===== src/sv/lal_pkg.sv =====
// ----------------------------------------------------------------------------
// lal_pkg
// Shared constants, types and table-building functions for the log-average
// luminance unit.
// ----------------------------------------------------------------------------
package lal_pkg;

  localparam int unsigned MAX_FRAME_PIXELS_DEF = 1048576;
  localparam int unsigned LOG_TABLE_BITS_DEF   = 8;

  localparam int unsigned SUM_W   = 42;
  localparam int unsigned LOG_W   = 22;
  localparam int unsigned AVG_W   = 24;
  localparam int unsigned OUTC_W  = 21;
  localparam int unsigned CHAN_W  = 16;
  localparam int unsigned FRAC_W  = 16;
  localparam int unsigned EXP_N   = 16;
  localparam int unsigned FAC_W   = 31;

  localparam logic [15:0] COEF_R = 16'd13933;
  localparam logic [15:0] COEF_G = 16'd46871;
  localparam logic [15:0] COEF_B = 16'd4732;

  typedef enum logic [2:0] {
    ST_IDLE,
    ST_DIV,
    ST_MEAN,
    ST_EXP,
    ST_OUT
  } back_state_t;

  // log2(1 + i / 2^bits) with 16 fraction bits, truncated, by repeated squaring.
  function automatic logic [15:0] log_entry(input int unsigned i, input int unsigned bits);
    longint unsigned x;
    logic [15:0] fr;
    x  = (longint'(1 << bits) + longint'(i)) << (30 - bits);
    fr = '0;
    for (int k = 0; k < 16; k++) begin
      x  = (x * x) >> 30;
      fr = {fr[14:0], 1'b0};
      if (x >= (64'd1 << 31)) begin
        fr[0] = 1'b1;
        x     = x >> 1;
      end
    end
    return fr;
  endfunction

  function automatic longint unsigned isqrt64(input longint unsigned v);
    longint unsigned r;
    longint unsigned b;
    longint unsigned vv;
    r  = 0;
    b  = 64'd1 << 62;
    vv = v;
    for (int i = 0; i < 32; i++) begin
      if (b > vv) b = b >> 2;
    end
    for (int i = 0; i < 32; i++) begin
      if (b != 0) begin
        if (vv >= r + b) begin
          vv = vv - (r + b);
          r  = (r >> 1) + b;
        end else begin
          r = r >> 1;
        end
        b = b >> 2;
      end
    end
    return r;
  endfunction

  // 2^(2^-k) in Q1.30, each a truncated square root of the previous one.
  function automatic logic [30:0] exp_factor(input int unsigned k);
    longint unsigned c;
    c = isqrt64(64'd1 << 61);
    for (int j = 2; j <= 16; j++) begin
      if (j <= k) c = isqrt64(c << 30);
    end
    return c[30:0];
  endfunction

endpackage


===== src/sv/lal_queue.sv =====
// ----------------------------------------------------------------------------
// lal_queue
// Two-entry queue carrying finished frame totals from the pixel front end to
// the mean and exponent engine.
// ----------------------------------------------------------------------------
module lal_queue #(
  parameter int unsigned WIDTH = 64
) (
  input  logic             clk,
  input  logic             rst_n,
  input  logic             push,
  input  logic [WIDTH-1:0] push_data,
  output logic             full,
  input  logic             pop,
  output logic             not_empty,
  output logic [WIDTH-1:0] pop_data
);

  logic [WIDTH-1:0] mem_r [2];
  logic             wr_ptr_r, wr_ptr_nxt;
  logic             rd_ptr_r, rd_ptr_nxt;
  logic [1:0]       level_r, level_nxt;

  assign full      = (level_r == 2'd2);
  assign not_empty = (level_r != 2'd0);
  assign pop_data  = mem_r[rd_ptr_r];

  always_comb begin
    wr_ptr_nxt = wr_ptr_r ^ push;
    rd_ptr_nxt = rd_ptr_r ^ pop;
    level_nxt  = level_r + 2'(push) - 2'(pop);
  end

  always_ff @(posedge clk) begin
    if (!rst_n) begin
      wr_ptr_r <= 1'b0;
      rd_ptr_r <= 1'b0;
      level_r  <= 2'd0;
    end else begin
      wr_ptr_r <= wr_ptr_nxt;
      rd_ptr_r <= rd_ptr_nxt;
      level_r  <= level_nxt;
    end
  end

  always_ff @(posedge clk) begin
    if (push) mem_r[wr_ptr_r] <= push_data;
  end

endmodule


===== src/sv/lal_front.sv =====
// ----------------------------------------------------------------------------
// lal_front
// Pixel front end: luminance, log2 by leading one and mantissa table, and the
// running log sum and pixel count. Frame totals are pushed on the last pixel.
// ----------------------------------------------------------------------------
module lal_front #(
  parameter int unsigned MAX_FRAME_PIXELS = lal_pkg::MAX_FRAME_PIXELS_DEF,
  parameter int unsigned LOG_TABLE_BITS   = lal_pkg::LOG_TABLE_BITS_DEF,
  localparam int unsigned CNT_W           = $clog2(MAX_FRAME_PIXELS + 1)
) (
  input  logic                     clk,
  input  logic                     rst_n,
  input  logic                     in_valid,
  output logic                     in_ready,
  input  logic [15:0]              red,
  input  logic [15:0]              green,
  input  logic [15:0]              blue,
  input  logic                     last_pixel,
  output logic                     push,
  input  logic                     push_full,
  output logic [lal_pkg::SUM_W-1:0] push_sum,
  output logic [CNT_W-1:0]         push_count
);

  localparam int unsigned TABLE_SIZE = 1 << LOG_TABLE_BITS;
  localparam logic [CNT_W-1:0] MAX_CNT = CNT_W'(MAX_FRAME_PIXELS);

  logic [15:0] log_tab [TABLE_SIZE];

  for (genvar gi = 0; gi < TABLE_SIZE; gi++) begin : g_tab
    assign log_tab[gi] = lal_pkg::log_entry(gi, LOG_TABLE_BITS);
  end

  logic        advance;
  logic        s1_v_r, s2_v_r, s3_v_r;
  logic        s1_last_r, s2_last_r, s3_last_r;
  logic [31:0] pr_r, pg_r, pb_r;
  logic [24:0] y1_r;
  logic [lal_pkg::LOG_W-1:0] log_r;
  logic [lal_pkg::SUM_W-1:0] sum_r, sum_add;
  logic [CNT_W-1:0]          cnt_r, cnt_add;

  logic [33:0] ysum;
  logic [24:0] y1_nxt;
  logic [4:0]  lead;
  logic [24:0] norm;
  logic [LOG_TABLE_BITS-1:0] idx;
  logic [5:0]  expo;
  logic [lal_pkg::LOG_W-1:0] log_nxt;

  // The whole pipe holds only when a last pixel finds the queue full.
  assign advance  = !(s3_v_r && s3_last_r && push_full);
  assign in_ready = advance;

  always_comb begin
    ysum   = 34'(pr_r) + 34'(pg_r) + 34'(pb_r) + 34'd128;
    y1_nxt = 25'(ysum[33:8]) + 25'd1;
  end

  always_comb begin
    lead = '0;
    for (int t = 0; t < 25; t++) begin
      if (y1_r[t]) lead = 5'(t);
    end
    norm    = y1_r << (5'd24 - lead);
    idx     = norm[23 -: LOG_TABLE_BITS];
    expo    = 6'(lead) - 6'd16;
    log_nxt = {expo, log_tab[idx]};
  end

  always_comb begin
    sum_add = sum_r;
    cnt_add = cnt_r;
    if (cnt_r < MAX_CNT) begin
      sum_add = sum_r + {{(lal_pkg::SUM_W - lal_pkg::LOG_W){log_r[lal_pkg::LOG_W-1]}}, log_r};
      cnt_add = cnt_r + CNT_W'(1);
    end
  end

  assign push       = advance && s3_v_r && s3_last_r;
  assign push_sum   = sum_add;
  assign push_count = cnt_add;

  always_ff @(posedge clk) begin
    if (!rst_n) begin
      s1_v_r <= 1'b0;
      s2_v_r <= 1'b0;
      s3_v_r <= 1'b0;
      sum_r  <= '0;
      cnt_r  <= '0;
    end else if (advance) begin
      s1_v_r <= in_valid;
      s2_v_r <= s1_v_r;
      s3_v_r <= s2_v_r;
      if (s3_v_r) begin
        if (s3_last_r) begin
          sum_r <= '0;
          cnt_r <= '0;
        end else begin
          sum_r <= sum_add;
          cnt_r <= cnt_add;
        end
      end
    end
  end

  always_ff @(posedge clk) begin
    if (advance) begin
      pr_r      <= 32'(red) * 32'(lal_pkg::COEF_R);
      pg_r      <= 32'(green) * 32'(lal_pkg::COEF_G);
      pb_r      <= 32'(blue) * 32'(lal_pkg::COEF_B);
      s1_last_r <= last_pixel;
      y1_r      <= y1_nxt;
      s2_last_r <= s1_last_r;
      log_r     <= log_nxt;
      s3_last_r <= s2_last_r;
    end
  end

endmodule


===== src/sv/lal_back.sv =====
// ----------------------------------------------------------------------------
// lal_back
// Frame back end: rounded mean of the log sum by restoring division, then
// two to the power of the mean by one factor multiply per fraction bit.
// ----------------------------------------------------------------------------
module lal_back #(
  parameter int unsigned MAX_FRAME_PIXELS = lal_pkg::MAX_FRAME_PIXELS_DEF,
  localparam int unsigned CNT_W           = $clog2(MAX_FRAME_PIXELS + 1)
) (
  input  logic                      clk,
  input  logic                      rst_n,
  input  logic                      pop_avail,
  output logic                      pop,
  input  logic [lal_pkg::SUM_W-1:0] pop_sum,
  input  logic [CNT_W-1:0]          pop_count,
  output logic                      out_valid,
  input  logic                      out_ready,
  output logic [lal_pkg::AVG_W-1:0] average_luminance,
  output logic [CNT_W-1:0]          pixels_in_frame
);

  localparam int unsigned NUM_W = lal_pkg::SUM_W + 3;
  localparam int unsigned A_W   = lal_pkg::SUM_W + 2;
  localparam int unsigned DEN_W = CNT_W + 1;
  localparam int unsigned Q_W   = A_W + 2;

  logic [lal_pkg::FAC_W-1:0] fac [lal_pkg::EXP_N];

  for (genvar gk = 0; gk < lal_pkg::EXP_N; gk++) begin : g_fac
    assign fac[gk] = lal_pkg::exp_factor(gk + 1);
  end

  lal_pkg::back_state_t state_r, state_nxt;

  logic [A_W-1:0]   a_r, a_nxt;
  logic [DEN_W-1:0] rem_r, rem_nxt;
  logic [DEN_W-1:0] den_r, den_nxt;
  logic             neg_r, neg_nxt;
  logic [5:0]       step_r, step_nxt;
  logic [CNT_W-1:0] cnt_r, cnt_nxt;
  logic [4:0]       ip_r, ip_nxt;
  logic [15:0]      f_r, f_nxt;
  logic [30:0]      x_r, x_nxt;
  logic [3:0]       k_r, k_nxt;
  logic             sat_hi_r, sat_hi_nxt;
  logic             sat_lo_r, sat_lo_nxt;
  logic             out_valid_r, out_valid_nxt;
  logic [lal_pkg::AVG_W-1:0] avg_r, avg_nxt;
  logic [CNT_W-1:0] out_cnt_r, out_cnt_nxt;

  logic [CNT_W-1:0] n_eff;
  logic [NUM_W-1:0] num;
  logic [DEN_W:0]   rem_sh;
  logic [Q_W-1:0]   q;
  logic [Q_W-1:0]   e;
  logic [61:0]      prod;
  logic [31:0]      prod_rnd;
  logic [4:0]       sh;
  logic [32:0]      fin_val;

  assign out_valid         = out_valid_r;
  assign average_luminance = avg_r;
  assign pixels_in_frame   = out_cnt_r;

  always_comb begin
    n_eff    = (pop_count == '0) ? CNT_W'(1) : pop_count;
    num      = {{2{pop_sum[lal_pkg::SUM_W-1]}}, pop_sum, 1'b0} + NUM_W'(n_eff);
    rem_sh   = {rem_r, a_r[A_W-1]};
    q        = neg_r ? -(Q_W'(a_r) + Q_W'(rem_r != '0)) : Q_W'(a_r);
    e        = q + (Q_W'(1) << 20);
    prod     = 62'(x_r) * 62'(fac[k_r]);
    prod_rnd = 32'((prod + (62'd1 << 29)) >> 30);
    sh       = 5'd30 - ip_r;
    fin_val  = (33'(x_r) + (33'd1 << (sh - 5'd1))) >> sh;
  end

  always_comb begin
    state_nxt     = state_r;
    a_nxt         = a_r;
    rem_nxt       = rem_r;
    den_nxt       = den_r;
    neg_nxt       = neg_r;
    step_nxt      = step_r;
    cnt_nxt       = cnt_r;
    ip_nxt        = ip_r;
    f_nxt         = f_r;
    x_nxt         = x_r;
    k_nxt         = k_r;
    sat_hi_nxt    = sat_hi_r;
    sat_lo_nxt    = sat_lo_r;
    out_valid_nxt = out_valid_r && !out_ready;
    avg_nxt       = avg_r;
    out_cnt_nxt   = out_cnt_r;
    pop           = 1'b0;
    unique case (state_r)
      lal_pkg::ST_IDLE: begin
        if (pop_avail) begin
          pop       = 1'b1;
          neg_nxt   = num[NUM_W-1];
          a_nxt     = A_W'(num[NUM_W-1] ? -num : num);
          den_nxt   = {n_eff, 1'b0};
          rem_nxt   = '0;
          step_nxt  = '0;
          cnt_nxt   = pop_count;
          state_nxt = lal_pkg::ST_DIV;
        end
      end
      lal_pkg::ST_DIV: begin
        if (rem_sh >= {1'b0, den_r}) begin
          rem_nxt = DEN_W'(rem_sh - {1'b0, den_r});
          a_nxt   = {a_r[A_W-2:0], 1'b1};
        end else begin
          rem_nxt = DEN_W'(rem_sh);
          a_nxt   = {a_r[A_W-2:0], 1'b0};
        end
        step_nxt = step_r + 6'd1;
        if (step_r == 6'(A_W - 1)) state_nxt = lal_pkg::ST_MEAN;
      end
      lal_pkg::ST_MEAN: begin
        sat_lo_nxt = e[Q_W-1];
        sat_hi_nxt = !e[Q_W-1] && (e >= (Q_W'(24) << 16));
        ip_nxt     = e[20:16];
        f_nxt      = e[15:0];
        x_nxt      = 31'd1 << 30;
        k_nxt      = '0;
        if (e[Q_W-1] || (e >= (Q_W'(24) << 16))) state_nxt = lal_pkg::ST_OUT;
        else state_nxt = lal_pkg::ST_EXP;
      end
      lal_pkg::ST_EXP: begin
        if (f_r[4'd15 - k_r]) x_nxt = 31'(prod_rnd);
        k_nxt = k_r + 4'd1;
        if (k_r == 4'd15) state_nxt = lal_pkg::ST_OUT;
      end
      lal_pkg::ST_OUT: begin
        if (!out_valid_r || out_ready) begin
          out_valid_nxt = 1'b1;
          out_cnt_nxt   = cnt_r;
          if (sat_lo_r) avg_nxt = '0;
          else if (sat_hi_r || fin_val > 33'hFF_FFFF) avg_nxt = '1;
          else avg_nxt = fin_val[lal_pkg::AVG_W-1:0];
          state_nxt = lal_pkg::ST_IDLE;
        end
      end
      default: state_nxt = lal_pkg::ST_IDLE;
    endcase
  end

  always_ff @(posedge clk) begin
    if (!rst_n) begin
      state_r     <= lal_pkg::ST_IDLE;
      out_valid_r <= 1'b0;
    end else begin
      state_r     <= state_nxt;
      out_valid_r <= out_valid_nxt;
    end
  end

  always_ff @(posedge clk) begin
    a_r       <= a_nxt;
    rem_r     <= rem_nxt;
    den_r     <= den_nxt;
    neg_r     <= neg_nxt;
    step_r    <= step_nxt;
    cnt_r     <= cnt_nxt;
    ip_r      <= ip_nxt;
    f_r       <= f_nxt;
    x_r       <= x_nxt;
    k_r       <= k_nxt;
    sat_hi_r  <= sat_hi_nxt;
    sat_lo_r  <= sat_lo_nxt;
    avg_r     <= avg_nxt;
    out_cnt_r <= out_cnt_nxt;
  end

endmodule


===== src/sv/log_average_luminance_unit.sv =====
// ----------------------------------------------------------------------------
// log_average_luminance_unit
// Geometric mean Rec.709 luminance of a frame of Q8.8 RGB pixels, in Q8.16.
// ----------------------------------------------------------------------------
//  channel | direction | tdata (low bit up)                    | tlast
//  in_     | in        | red[15:0] green[31:16] blue[47:32]     | last_pixel
//  out_    | out       | average_luminance[23:0]               | -
//          |           | pixels_in_frame[44:24], zero pad      |
//
// Pixels are taken at one per cycle, but for the stall named below, through a
// pipelined front end. Each frame then passes through the back end: it is taken
// from the queue, 44 division steps give the rounded mean, the mean is ranged,
// 16 steps of one factor multiply each form the exponent and the result is
// loaded. A mean outside the output range skips the exponent steps.
// A two-entry queue holds finished frames, so pixels keep flowing while the back
// end works; the front stalls only when a last pixel meets a full queue. Reset
// is synchronous and clears the sums and counts.
module log_average_luminance_unit #(
  parameter int unsigned MAX_FRAME_PIXELS = lal_pkg::MAX_FRAME_PIXELS_DEF,
  parameter int unsigned LOG_TABLE_BITS   = lal_pkg::LOG_TABLE_BITS_DEF
) (
  input  logic        clk,
  input  logic        rst_n,
  input  logic        in_tvalid,
  output logic        in_tready,
  input  logic [47:0] in_tdata,   // red, green, blue
  input  logic        in_tlast,   // last_pixel
  output logic        out_tvalid,
  input  logic        out_tready,
  output logic [47:0] out_tdata   // average_luminance, pixels_in_frame, zeros
);

  localparam int unsigned CNT_W = $clog2(MAX_FRAME_PIXELS + 1);
  localparam int unsigned Q_DW  = lal_pkg::SUM_W + CNT_W;

  logic                      push, q_full, pop, q_avail;
  logic [lal_pkg::SUM_W-1:0] push_sum;
  logic [CNT_W-1:0]          push_count;
  logic [Q_DW-1:0]           q_rdata;
  logic [lal_pkg::AVG_W-1:0] avg;
  logic [CNT_W-1:0]          cnt;

  lal_front #(
    .MAX_FRAME_PIXELS(MAX_FRAME_PIXELS),
    .LOG_TABLE_BITS  (LOG_TABLE_BITS)
  ) u_front (
    .clk       (clk),
    .rst_n     (rst_n),
    .in_valid  (in_tvalid),
    .in_ready  (in_tready),
    .red       (in_tdata[15:0]),
    .green     (in_tdata[31:16]),
    .blue      (in_tdata[47:32]),
    .last_pixel(in_tlast),
    .push      (push),
    .push_full (q_full),
    .push_sum  (push_sum),
    .push_count(push_count)
  );

  lal_queue #(.WIDTH(Q_DW)) u_queue (
    .clk      (clk),
    .rst_n    (rst_n),
    .push     (push),
    .push_data({push_count, push_sum}),
    .full     (q_full),
    .pop      (pop),
    .not_empty(q_avail),
    .pop_data (q_rdata)
  );

  lal_back #(.MAX_FRAME_PIXELS(MAX_FRAME_PIXELS)) u_back (
    .clk              (clk),
    .rst_n            (rst_n),
    .pop_avail        (q_avail),
    .pop              (pop),
    .pop_sum          (q_rdata[lal_pkg::SUM_W-1:0]),
    .pop_count        (q_rdata[Q_DW-1:lal_pkg::SUM_W]),
    .out_valid        (out_tvalid),
    .out_ready        (out_tready),
    .average_luminance(avg),
    .pixels_in_frame  (cnt)
  );

  assign out_tdata = {3'b000, lal_pkg::OUTC_W'(cnt), avg};

endmodule


===== config.mk =====
export PLATFORM = sky130hd
export DESIGN_NAME = log_average_luminance_unit
export DESIGN_NICKNAME = d
export VERILOG_FILES = /design/src/sv/lal_pkg.sv /design/src/sv/lal_queue.sv /design/src/sv/lal_front.sv /design/src/sv/lal_back.sv /design/src/sv/log_average_luminance_unit.sv
export SDC_FILE = /design/constraint.sdc
export NUM_CORES = 2
export LEC_CHECK = 0
export BUFFER_PORTS_ARGS = -buffer_cell sky130_fd_sc_hd__buf_2
export CORE_MARGIN = 2
export CORE_UTILIZATION = 65
export CTS_CLUSTER_DIAMETER = 150
export DETAILED_ROUTE_END_ITERATION = 10
export GPL_TIMING_DRIVEN = 0
export HOLD_SLACK_MARGIN = 0.05
export PLACE_DENSITY = 0.82
export SYNTH_ARGS = -nofsm -noshare
export SYNTH_HDL_FRONTEND = slang
export SYNTH_SLANG_ARGS = --single-unit

===== constraint.sdc =====
create_clock -name clk -period 12.4 [get_ports clk]
set_clock_uncertainty 0.05 [all_clocks]
set_input_delay 1.24 -clock clk [delete_from_list [all_inputs] [get_ports clk]]
set_output_delay 1.24 -clock clk [all_outputs]
set_load 0.005 [all_outputs]

==> impl_metrics.ini <==
[sta]
hold_viol = 0
min_period_over_period = 0.9961
slew_headroom = -0.05812
worst_slew_pin_slew_ns = 1.581
hold-worst-slack_ns = 0.3696
finalSetupViolCount = 0
fin_crit_ns = 12.35
maxSlewViolCount = 10
fmax_ghz = 0.08096

[global_routing]
met1_usage = 0.5396
grt_pass1_wl_um = 423500
grt_max_degree = 73
antenna_found_initial = 19
use_met3 = 0.1363
gr-usage-met2 = 0.6595
grt_use_total = 0.4259
busiest_layer = met2
grt_pass1_vias = 70650
globalRoute.totalOverflow = 0

[setup_path]
critPathRequiredTime_ns = 12.78
worstSetupPathType = reg2reg
worstPathMaxFanout = 10
startpoint_type = register
end_kind = register
r2r_cells = 32
cp_common_cell = fa_1
cp.arrival_ns = 12.73
cp_slowest_cell = nor2_1
critPathMaxStageDelay_ns = 0.98

[placed_design]
placed_area_mm2 = 0.08714
dp.cells = 10880
portBuffers = 99
gp_congestion = 1.120
hpwl_um = 220300

[synthesis]
yosysWarnings = 0
netlist_area_mm2 = 0.08418
postSynthCellCount = 9026
synthArstFlopShare = 0
synthTopCellsByArea = fa_1, edfxtp_1, ha_1
synth.distinct_cells = 99
yosysTopAreaCell = fa_1
yosys.area.top_type_share = 0.2583
ys.flop_type = edfxtp_1
synth.avg_cell_area_um2 = 9.326
synth_edf_count = 482
yosysSeqAreaShare = 0.1898
ys_seq_elements = 557

[flow_run]
cap_violations = 1

[outcome]
status = complete, but fails checks
violations = capacitance limit, slew limit

[route]
antenna_left = 0
route.detailed.drc = 0
first_iter_violations = 8347
vias = 70780
routed_wl_um = 282300
wl_per_cell_um = 25.64
first_pass_iters = 7
vias_per_cell = 6.428

[hold_path]
hold_depth = 0
hp-class = reg2reg

[floorplan]
io_pins = 103
initial_core_util = 0.6526
die_x_um = 363.9
die_y_um = 363.9
die-area_mm2 = 0.1324
core_mm2 = 0.1290
rows = 132

[layout]
mostFrequentLayoutCells = inv_1, fa_1, ha_1
final_common_cell = inv_1
final-instance-count-excl-fill = 11010
area_delta_synth_final_pct = 6.335
final_nets = 11190
drive_above_1_share = 0.04962
stdcell_area_mm2 = 0.08951

[clock_network]
cts_tree = yes
clkSinkCount = 557
clkLatencyLatePin_ns = 0.73
clk_pin_slew_worst_paths_ns = 0.06
numCtsBuffers = 59
cts-htree-levels = 2
cts-root-buf = clkbuf_16
postCtsSetupRepairBufs = 0
cts.path.max_buffers = 3
-- worst max-delay path: cells and delay by family (launching register included) --
family	cells	cell delay, ns
AO/OA/AOI/OAI	12	3.51
flip-flops	1	0.47
AND/OR/NAND/NOR	5	1.84
buffers and inverters	5	1.42
adder cells (fa/ha/maj)	9	4.62
XOR/XNOR	1	0.14
-- cell type report --
type	instances	area, µm²
multi-input cells	6673	61570
fillers	9807	39480
flip-flops and latches	557	15980
inverters	1347	5056
well taps	1742	2180
plain buffers	451	1773
clock buffers	76	1759
repair buffers	112	729.5
clock inverters	35	417.9
diodes	19	47.55
-- through the flow --
stage / worst slack [ns] / setup TNS (ns) / util
2_1_floorplan: 2.331 / 0 / -
3_3_place_gp: -1.304 / -13.05 / 0.6734
3_5_place_dp: -1.410 / -15.10 / 0.6755
4_1_cts: 0.01577 / 0 / 0.6928
5_1_grt: -0.05368 / -0.06998 / 0.6936
6_report: 0.04852 / 0 / 0.6939
-- what timing repair did --
item                                    in CTS  in global routing
gates resized for setup                     25                 43
hold buffers                                 0                  0
endpoints found under the setup margin      19                 14
-- Yosys cell counts, drive strengths merged (27+ instances only) --
| cell type | instances |
|---|---|
| o21bai | 32 |
| a31oi | 83 |
| a21oi | 370 |
| nand4 | 63 |
| fa | 1086 |
| ha | 850 |
| buf | 51 |
| xnor2 | 257 |
| o21ai | 334 |
| a211oi | 73 |
| nand2b | 48 |
| nor2 | 403 |
| o21a | 36 |
| nor2b | 102 |
| and2 | 611 |
| or3 | 44 |
| and3 | 53 |
| clkbuf | 400 |
| nor4 | 59 |
| o31ai | 41 |
| nor3 | 162 |
| nand3 | 151 |
| a22oi | 55 |
| nand2 | 817 |
| xor2 | 136 |
| dfxtp | 75 |
| inv | 1341 |
| mux2i | 110 |
| a21boi | 27 |
| a21o | 83 |
| o211ai | 66 |
| edfxtp | 482 |
| mux2 | 93 |
-- sequential cells by signal, summed over array words and instances (netlist names), 16 cells and up, named ones only --
signal and flops:
u_back.f_r 16, u_front.pg_r 32, u_queue.mem_r 126, u_front.pr_r 30, u_front.log_r 21, u_back.average_luminance 24, u_back.pixels_in_frame 21, u_back.x_r 31
u_front.y1_r 25, u_front.sum_r 42, u_back.den_r 21, u_back.rem_r 22, u_back.cnt_r 21, u_back.a_r 44, u_front.cnt_r 21, u_front.pb_r 27
-- worst paths after layout --
kind / startpoint / to / slack [ns]
hold reg to reg: u_back.cnt_r[18] / u_back.pixels_in_frame[18] / 0.37
hold / removal: u_back.cnt_r[18] / u_back.pixels_in_frame[18] / 0.37
setup / recovery: u_back.k_r[0] / u_back.x_r[30] / 0.05
setup reg to reg: u_back.k_r[0] / u_back.x_r[30] / 0.05
-- kinds of logic after synthesis --
kind of cell	after synthesis	synth area share
buf+inv	1798	0.08070
simple gates	2632	0.1586
compound gates	1489	0.1154
xor+xnor	393	0.04089
fa+ha+maj	1937	0.3847
flops	557	0.1898
other cells	1	0.00004455
mux	219	0.02980
-- layer usage --
layer  routed length (µm)  vias up
met3                35350     1177
met2               125000     4434
met1               104100    34550
met4                17520       22
li1                     -    30610
met5                  387        -
Power is left out: the tool's default activity adds up to more than one toggle a clock period on the data nets, which glitch-free logic cannot reach.
